**src/hdl/sbsh_pkg.sv**
```systemverilog
// shared types and constants for the segment versus widened box hit test
// no dependencies; used by sbsh_axis_prep and segment_box_slab_hit_test_core
`default_nettype none

package sbsh_pkg;

	// configuration register layout
	localparam int HW_BITS = 12;
	localparam logic REG_HALF_WIDTH = 1'b0;

	// per-axis status handed from the axis front end to the core
	typedef struct packed {
		logic moving;   // start and end differ on this axis
		logic in_slab;  // start lies in the widened slab, bounds included
	} sbsh_axis_flags_t;

endpackage

`default_nettype wire

```
**src/hdl/sbsh_axis_prep.sv**
```systemverilog
// axis front end: widens one slab and forms the slab numerators and denominator
// depends on sbsh_pkg; two register stages, no handshake of its own
`default_nettype none

module sbsh_axis_prep
	import sbsh_pkg::*;
#(
	parameter int COORD_BITS = 16
) (
	input  wire                                   clk,
	input  wire  signed [COORD_BITS-1:0]          seg_start,
	input  wire  signed [COORD_BITS-1:0]          seg_end,
	input  wire  signed [COORD_BITS-1:0]          box_min,
	input  wire  signed [COORD_BITS-1:0]          box_max,
	input  wire         [HW_BITS-1:0]             half_width,
	output logic signed [((COORD_BITS > 13) ? COORD_BITS : 13) + 1:0] n_lo,
	output logic signed [((COORD_BITS > 13) ? COORD_BITS : 13) + 1:0] n_hi,
	output logic        [COORD_BITS-1:0]          denom,
	output sbsh_axis_flags_t                      flags
);

	// bound width after widening, numerator width after subtracting the start
	localparam int BW = ((COORD_BITS > 13) ? COORD_BITS : 13) + 1;
	localparam int NW = BW + 1;

	logic signed [BW-1:0]         org_w;
	logic signed [BW-1:0]         min_w;
	logic signed [BW-1:0]         max_w;
	logic signed [BW-1:0]         hw_w;
	logic signed [COORD_BITS:0]   dlt_c;

	logic signed [BW-1:0]         org_s1;
	logic signed [BW-1:0]         lo_s1;
	logic signed [BW-1:0]         hi_s1;
	logic signed [COORD_BITS:0]   dlt_s1;

	logic                         neg_c;
	logic signed [NW-1:0]         org_n;
	logic signed [NW-1:0]         lo_n;
	logic signed [NW-1:0]         hi_n;
	logic        [COORD_BITS:0]   mag_c;

	logic signed [NW-1:0]         n_lo_s2;
	logic signed [NW-1:0]         n_hi_s2;
	logic        [COORD_BITS-1:0] denom_s2;
	sbsh_axis_flags_t             flags_s2;

	// stage 1: widen the bounds, take the segment delta
	assign org_w = {{(BW-COORD_BITS){seg_start[COORD_BITS-1]}}, seg_start};
	assign min_w = {{(BW-COORD_BITS){box_min[COORD_BITS-1]}}, box_min};
	assign max_w = {{(BW-COORD_BITS){box_max[COORD_BITS-1]}}, box_max};
	assign hw_w  = {{(BW-HW_BITS){1'b0}}, half_width};
	assign dlt_c = {seg_end[COORD_BITS-1], seg_end} - {seg_start[COORD_BITS-1], seg_start};

	always_ff @(posedge clk) begin
		org_s1 <= org_w;
		lo_s1  <= min_w - hw_w;
		hi_s1  <= max_w + hw_w;
		dlt_s1 <= dlt_c;
	end

	// stage 2: numerators with the delta sign folded in, delta magnitude
	assign neg_c = dlt_s1[COORD_BITS];
	assign org_n = {org_s1[BW-1], org_s1};
	assign lo_n  = {lo_s1[BW-1], lo_s1};
	assign hi_n  = {hi_s1[BW-1], hi_s1};
	assign mag_c = neg_c ? (-dlt_s1) : dlt_s1;

	always_ff @(posedge clk) begin
		n_lo_s2          <= neg_c ? (org_n - lo_n) : (lo_n - org_n);
		n_hi_s2          <= neg_c ? (org_n - hi_n) : (hi_n - org_n);
		denom_s2         <= mag_c[COORD_BITS-1:0];
		flags_s2.moving  <= (dlt_s1 != '0);
		flags_s2.in_slab <= !((org_s1 < lo_s1) || (org_s1 > hi_s1));
	end

	assign n_lo  = n_lo_s2;
	assign n_hi  = n_hi_s2;
	assign denom = denom_s2;
	assign flags = flags_s2;

endmodule

`default_nettype wire

```
**config.mk**
```make
export PLATFORM = sky130hd
export DESIGN_NAME = sbsh_axis_prep
export DESIGN_NICKNAME = d
export VERILOG_FILES = /design/src/hdl/sbsh_pkg.sv /design/src/hdl/sbsh_axis_prep.sv
export SDC_FILE = /design/constraint.sdc
export NUM_CORES = 1
export LEC_CHECK = 0
export BUFFER_PORTS_ARGS = -buffer_cell sky130_fd_sc_hd__buf_2
export CORE_ASPECT_RATIO = 0.75
export CORE_MARGIN = 8
export CORE_UTILIZATION = 50
export CTS_CLUSTER_DIAMETER = 30
export CTS_CLUSTER_SIZE = 40
export DETAILED_ROUTE_END_ITERATION = 7
export PLACE_DENSITY = 0.76
export SYNTH_ARGS = -nofsm -noshare
export SYNTH_HDL_FRONTEND = slang
export SYNTH_SLANG_ARGS = --single-unit
```
**constraint.sdc**
```tcl
create_clock -name clk -period 2.1 [get_ports clk]
set_input_delay 0.105 -clock clk [delete_from_list [all_inputs] [get_ports clk]]
set_output_delay 0.105 -clock clk [all_outputs]
set_load 0.02 [all_outputs]
```
==> results of run 1 <==
[repair_timing]
item | 4_1_cts | 5_1_grt
hold endpoints to repair | 29 | 0
endpoints found under the setup margin | 20 | 28
gates resized for setup | 45 | 95
pin swaps | 12 | 26
setup buffers | 2 | 5
hold buffers | 27 | 0
[stage by stage]
stage	setup slack (ns)	TNS, ns	instance area [um^2]
finish	-0.146	-0.465	11200
global route	-0.181	-1.35	11200
CTS	-0.0994	-0.178	10800
detailed placement	-0.288	-2.75	9660
global placement	-0.180	-1.55	9660
floorplan	-0.0306	-0.0306	8010
[power groups by stage]
stage | clock network [uW] | registers (uW) | logic (uW)
2_1_floorplan | 0 | 3790 | 2270
3_3_place_gp | 0 | 3270 | 4470
3_5_place_dp | 0 | 3290 | 4540
4_1_cts | 3010 | 3260 | 4770
5_1_grt | 3130 | 3360 | 5600
6_report | 2990 | 3300 | 5200
[layout by cell type, fill, tap and decap left out, types with 7 or more instances in the layout]
cell type,netlist,layout
a211oi_1,10,7
a21o_1,17,17
a21oi_1,76,67
a21oi_2,0,8
a31oi_1,10,9
buf_2,10,130
buf_4,1,124
clkbuf_16,0,17
dfxtp_1,121,106
dfxtp_2,0,12
dlygate4sd3_1,0,27
ha_1,109,83
ha_4,0,22
inv_1,113,103
nand2_1,59,58
nand2b_1,12,9
nand3_1,20,17
nand4_1,10,10
nor2_1,48,47
nor2b_1,18,15
o211ai_1,13,13
o21a_1,16,16
o21ai_0,65,48
o21ai_1,3,14
o21bai_1,11,11
xnor2_1,55,52
xor2_1,27,27
[registers in the layout, summed over array words and instances, names as in the netlist]
| name | cells |
|---|---|
| denom | 16 |
| dlt_s1 | 17 |
| flags | 2 |
| hi_s1 | 17 |
| lo_s1 | 17 |
| n_hi | 18 |
| n_lo | 18 |
| org_s1 | 16 |
[cell type report]
class / count / area, um^2
flip-flops and latches: 121 / 2450
clock buffers: 18 / 439
repair buffers: 281 / 1850
multi-input cells: 680 / 5580
inverters: 113 / 439
well taps: 210 / 263
clock inverters: 14 / 171
fillers: 1172 / 4620
[routing by layer]
layer | share of wire (%) | routed length, um | vias to the layer above
met3 | 9.3 | 2410 | 91
met4 | 3.9 | 996 | 0
met5 | 0 | 0 | -
met1 | 44 | 11300 | 3703
li1 | - | - | 3819
met2 | 43 | 11200 | 429
[final timing paths]
path / endpoint / startpoint / slack [ns]
worst max-delay path: n_lo[14] / org_s1[0] / -0.15
worst min register to register: denom[0] / dlt_s1[0] / 0.37
worst min-delay path: dlt_s1[0] / seg_start[0] / -0.002
worst max register to register: n_lo[14] / org_s1[0] / -0.15
[logic make-up (layout without fill, tap and decap cells)]
| logic type | Yosys count | in the layout | synth area share (%) |
|---|---|---|---|
| XOR/XNOR | 82 | 82 | 8.98 |
| AND/OR/NAND/NOR | 201 | 201 | 12.1 |
| buffers and inverters | 145 | 426 | 7.10 |
| flip-flops | 121 | 121 | 30.3 |
| adder cells (fa/ha/maj) | 116 | 116 | 18.8 |
| AO/OA/AOI/OAI | 273 | 273 | 21.7 |
| multiplexers | 8 | 8 | 1.03 |
[tightest hold or removal path: stages]
cell and delay, ns:
buf_2 0.10, ha_1 0.13, inv_1 0.04
==> results.md, run 1 <==
- The flow ran to the end, but the final reports show violations.
- The checks that failed: negative hold slack, negative setup slack.
- The synthesized cell area is 8000 um^2.
- The distinct cell type count of the synthesized netlist is 62.
- The leading area contributor after synthesis is dfxtp_1.
- CTS saw 121 sinks.
- After layout, the worst path uses 107% of the clock period.
- The highest achievable clock rate is 445 MHz.
- The maximum VDD drop is 492 uV.
- The met1 global-route usage is 31.1%.
- In this run the horizontal extent of the chip is 162 um.
- Walking the worst path, the cells encountered are inv_4, ha_4, fa_2, nand2b_4, a21o_1, a21oi_2, o32ai_2, or3_1, o311ai_2, xor2_1.
- After technology mapping, the gate count stands at 946.
- The cell internal power dissipation is 7180 uW.
- The layout cell share with drive strength beyond 1 is 32.8%.
- In the routed layout, each cell is associated on average with a via count of 5.60.
- The detailed-route DRC error count is 0.
- The utilization of the core after routing is 70.8%.
- Among all flip-flop cells after synthesis, the most frequent one is dfxtp_1.
- The type of the worst setup path is register to register.
- The worst slew slack as a fraction of its limit is 68.7%.
- The path class of the tightest hold or removal check is input port to register.
- The number of global-route vias before repair is 7,993.
- The master cell of the clock root buffer is clkbuf_16.
- For this run, the number of Yosys warnings is 0.
- The sum of net half-perimeters after detailed placement is 19,100 um.
- The switching part of the total is 37.5%.
- The startpoint kind of the worst setup timing path is a register.
- The wire length of the first global-routing pass is 39,200 um.
- The post-synthesis async set-or-reset flop share is 0%.
- Of the total power, registers draw 28.7%.
- The number of nets in the synthesized netlist is 1,139.
- The required time at the endpoint of the critical path is 2.46 ns.
- The met2 demand-to-capacity share in global routing is 36.2%.
- Total power for the finished layout comes to 11,500 uW.
- The depth of the CTS H-tree is 4.
- In this run, synthesis inferred 0 flip-flops with an integrated enable.
- Max-cap violations in this run came to 0.
- The number of standard cells in the final layout excluding fillers is 1,437.
- The number of antenna diodes in the final layout is 0.
- Sorting the synthesized cells by area gives the leading types as dfxtp_1 30%, ha_1 17%, xnor2_1 6.0%.
- The total area inside the core boundary comes to 15,800 um^2.
- The cell with the largest stage delay on the worst path is dfxtp_2.
- On the final layout, the worst hold slack is -0.00247 ns.
- Clock skew on the completed layout was measured at 0.00846 ns.
- The area growth from synthesis to layout is 39.9%.
- Setup violations remaining at the end of the flow were counted as 8.
- From bottom edge to top edge, the die measures 126 um.
- The clock reaches the later pin of the worst-skew pair after 0.43 ns.
- The part of the power in the clock network is 26.0%.
- For this block, the routed nets add up to 25,800 um of wire.
- The number of cells on the critical path is 10.
- Once routing completed, OpenROAD measured the worst setup slack at -0.146 ns.
- Of the post-synthesis cell area, the dominant cell type holds 30.3%.
- Entering global routing, the biggest net connects 26 pins.
- Global routing consumed, over all layers together, 23.8% of the routing resources.
- The power density relative to cell area is 1030 nW/um^2.
- The clock transition at the register clock pins on the worst setup and hold paths after CTS is 0.06 ns.
- The detailed router finished its first iteration with 630 violations.
- Sequential elements use 30.3% of the synthesized area.
- The type of element capturing the critical path is a register.
- The number of buffers between clock root and the deepest sink is 2.
- In this run, synthesis produced a sequential element count of 121.
- The dominant cell by count in the synthesized netlist is dfxtp_1.
- The number of buffers added by the clock tree synthesis step is 17.
- The total grt overflow is 0.
- For the pin with the worst max-slew slack, the measured transition is 0.469 ns.
- The cell type group with the largest total delay on the critical path is compound AO/OA/AOI/OAI gates.
- The critical path buffer and inverter count is 1.
- By count the netlist is led by 121 x dfxtp_1, 113 x inv_1, 109 x ha_1, 76 x a21oi_1, 65 x o21ai_0.
- After detailed routing, the average wire length per cell comes to 18.0 um.
- Along the worst path, the maximum fanout reaches 3.
- The number of I/O port buffers is 130.
- For the worst setup path, the data arrival time is 2.60 ns.
- The number of cells traversed by the worst register-to-register path is 10.
- The combinational cell fraction of total power is 45.3%.
- The number of nets in the layout is 1,407.
- The total number of vias is 8,042.
- In the global route stage, met3 resource usage came out at 6.59%.
- The number of primary I/O pins is 131.
- The final count of pins violating max slew is 0.
- The floorplan step defined a die boundary enclosing 20,300 um^2.
- The remaining number of nets flagged by the antenna check after routing is 0.
- The number of iterations in the first detailed-routing pass is 5.
- The shortest period the worst path allows is 2.25 ns.
- The switching power is 4310 uW.
- The leakage power figure is 0.00528 uW.
- The initial antenna violation count came to 0.
- For this run, the slowest stage of the critical path takes 0.36 ns.
- The routability congestion estimate from global placement is 0.960.
- The depth of the worst hold-timing path is 3.
- Setup repair after global routing could not meet its margin everywhere.
- The initial standard-cell utilization of the core is 50.6%.
- TritonCTS built the clock tree.
- The instance count after placement with tap cells included is 1,371.
- The number of endpoints with negative hold slack in the final report is 1.
- In this run the core area contains 40 standard-cell rows.
- The mean area per synthesized cell is 8.45 um^2.
- The global routing stage identified its most utilized layer as met2.
No activity file was read; power rests on OpenSTA's default activity.
==> run 2: changes to the inputs <==
--- a/config.mk
+++ b/config.mk
@@ -6,6 +6,7 @@
 export NUM_CORES = 1
 export LEC_CHECK = 0
 export BUFFER_PORTS_ARGS = -buffer_cell sky130_fd_sc_hd__buf_2
+export CAP_MARGIN = 10
 export CORE_ASPECT_RATIO = 0.75
 export CORE_MARGIN = 8
 export CORE_UTILIZATION = 50
==> constraint.sdc (replaced) <==
create_clock -name clk -period 2.1 [get_ports clk]
set_input_delay 0 -clock clk [delete_from_list [all_inputs] [get_ports clk]]
set_output_delay 0 -clock clk [all_outputs]
set_load 0.02 [all_outputs]
==> results.md, run 2 (same netlist as run 1, synthesis figures left out) <==
- The run finished, with violations left.
- The final reports fail on negative setup slack.
- The total routing usage reported by global routing is 23.3% (-0.53 points).
- The total negative slack for setup checks is -0.421 ns (+0.0431 ns).
- The final count of pins violating max slew was 0 (unchanged).
- The number of buffers added by the clock tree synthesis step was 17 (unchanged).
- The largest clock skew in the final design is 0.00802 ns (-0.000438 ns).
- TritonCTS built the clock tree.
- The initial standard-cell utilization of the core was 50.6% (unchanged).
- The most common library cell in the layout ignoring fill and taps is buf_2.
- The initial antenna violation count came to 0 (unchanged).
- The maximum fanout along the worst path is 3 (unchanged).
- The number of inserted diodes was 0 (unchanged).
- The startpoint identified for the worst register-to-register timing path is org_s1[0].
- The total cell area at the placement stage is 9620 um^2 (-0.39%).
- The number of endpoints with negative hold slack in the final report was 0 (-1).
- The number of standard cells in the final layout excluding fillers is 1,457 (+1.4%).
- The sequential power share is 29.6% (+0.9 points).
- The area of the core region came to 15,800 um^2 (unchanged).
- The detailed-route DRC error count is 0 (unchanged).
- The worst-case setup margin in the final layout is -0.132 ns (+0.0134 ns).
- The summed area of non-filler cells in the final layout is 11,200 um^2 (about the same).
- The vertical die dimension is 126 um (unchanged).
- Among cell families on the critical path, the largest total delay comes from compound AO/OA/AOI/OAI gates.
- The leakage power figure came to 0.00530 uW (+0.31%).
- The total grt overflow came to 0 (unchanged).
- The part of the power in the clock network was 24.4% (-1.6 points).
- The startpoint of the tightest hold check path is box_min[8].
- The highest achievable clock rate is 448 MHz (+0.60%).
- The number of endpoints failing setup at the final stage is 9 (+1).
- The cell with the largest stage delay on the worst path is dfxtp_2.
- The area added between synthesis and finish is 39.9% (about the same).
- Tracing the worst setup path back leads to its startpoint at org_s1[0].
- The number of nets in the layout came to 1,428 (+1.5%).
- The combinational cell fraction of total power is 46.0% (+0.7 points).
- The master cell of the clock root buffer is clkbuf_16.
- The remaining number of nets flagged by the antenna check after routing is 0 (unchanged).
- The area of the die is 20,300 um^2 (unchanged).
- The number of buffers between clock root and the deepest sink was 2 (unchanged).
- The clock transition at the register clock pins on the worst setup and hold paths after CTS is 0.06 ns (about the same).
- The number of I/O port buffers came to 130 (unchanged).
- The maximum number of pins on one net before global-route repair is 27 (+3.8%).
- The routability congestion estimate from global placement is 0.956 (-0.44%).
- The type of element capturing the critical path is a register.
- The routed length per placed instance is 16.9 um (-5.8%).
- The number of primary I/O pins was 131 (unchanged).
- The critical path buffer and inverter count is 1 (unchanged).
- The sum of net half-perimeters after detailed placement is 18,600 um (-2.3%).
- The number of global-route vias before repair came to 7,711 (-3.5%).
- The die span in x came to 162 um (unchanged).
- The switching power is 4220 uW (-2.2%).
- The startpoint kind of the worst setup timing path is a register.
- The layout cell share with drive strength beyond 1 was 30.4% (-2.5 points).
- The total number of vias was 7,952 (-1.1%).
- The max-capacitance violation count is 0 (unchanged).
- Setup repair after global routing could not meet its margin everywhere.
- The detailed router's first-iteration violation count was 618 (-1.9%).
- The number of iterations in the first detailed-routing pass came to 5 (unchanged).
- The share of the clock period used by the worst path after layout is 106% (-0.64 points).
- The required time at the endpoint of the critical path was 2.45 ns (about the same).
- The critical path arrival is 2.58 ns (-0.02 ns).
- The shortest period the worst path allows is 2.23 ns (-0.0134 ns).
- The switching part of the total is 38.0% (+0.52 points).
- The cell internal power dissipation was 6870 uW (-4.4%).
- The maximum VDD drop is 474 uV (-3.7%).
- The routed wire length is 24,700 um (-4.4%).
- The top cell types in the final layout, fill and taps aside, are 130 x buf_2, 116 x buf_4, 108 x dfxtp_1, 105 x inv_1, 90 x ha_1.
- The wire length of the first global-routing pass is 38,500 um (-1.7%).
- The clock net sink count is 121 (unchanged).
- The instance count after placement with tap cells included is 1,366 (-0.36%).
- The transition at the pin with the smallest max-transition slack was 0.434 ns (-0.0345 ns).
- The path class of the lowest-slack min-delay path is input port to register.
- The number of placement rows is 40 (unchanged).
- The largest stage delay on the critical path was 0.36 ns (about the same).
- The clock insertion delay at the later pin of the skew report is 0.42 ns (about the same).
- The power density relative to cell area is 991 nW/um^2 (-3.5%).
- The depth of the CTS H-tree was 4 (unchanged).
- The average vias per placed instance is 5.46 (-2.5%).
- The type of the worst setup path is register to register.
- The worst slew slack as a fraction of its limit is 71.0% (+2.3 points).
- Traced cell by cell, the critical path runs through inv_2, ha_2, fa_2, nand2b_4, a21o_1, a21oi_2, o32ai_2, or3_1, o311ai_2, xor2_1.
-- run 2: area by class of cell --
cell class,instances,area [um^2]
inverter,113,424
tap,210,263
clock buffer,17,425
clock inverter,14,126
fill,1211,4630
sequential,121,2440
multi-input combinational,680,5430
timing repair buffer,302,2080
-- run 2: worst paths after layout --
| path | slack (ns) | endpoint | cells after the start |
|---|---|---|---|
| hold reg to reg | 0.37 | denom[0] | 0 |
| setup reg to reg | -0.13 | n_lo[14] | 10 |
| setup / recovery | -0.13 | n_lo[14] | 10 |
| hold / removal | 0.02 | lo_s1[8] | 3 |
-- run 2: power by group through the flow --
stage	clock [uW]	sequential [uW]	combinational [uW]
final	2700	3280	5100
after global routing	2860	3340	5510
after CTS	2740	3250	4800
after detailed placement	0	3290	4520
after global placement	0	3260	4470
after floorplan	0	3790	2270
-- run 2: worst min-delay path, stage by stage --
cell,delay [ns]
buf_2,0.08
ha_1,0.21
xor2_1,0.10
-- run 2: per-layer routing --
metal | track usage (%) | part of all wire [%]
met4 | 7.60 | 2.0
met3 | 5.84 | 8.8
met2 | 34.5 | 43
met5 | 0 | 0
met1 | 32.2 | 46
-- run 2: repair_timing --
item                                    in CTS  in global routing
pin swaps                                   11                 23
setup buffers                                2                  3
endpoints found under the setup margin      18                 34
hold endpoints to repair                    53                  0
hold buffers                                55                  0
gates resized for setup                     42                 70
-- run 2: through the flow --
stage / util (%) / total power, uW / hold slack, ns / setup slack [ns]
floorplan: - / 6060 / 0.0277 / -0.0306
global placement: 60.8 / 7740 / 0.119 / -0.178
detailed placement: 60.8 / 7810 / 0.129 / -0.195
CTS: 69.1 / 10800 / 0.00159 / -0.0715
global route: 70.7 / 11700 / 0.0388 / -0.201
finish: 70.7 / 11100 / 0.0177 / -0.132
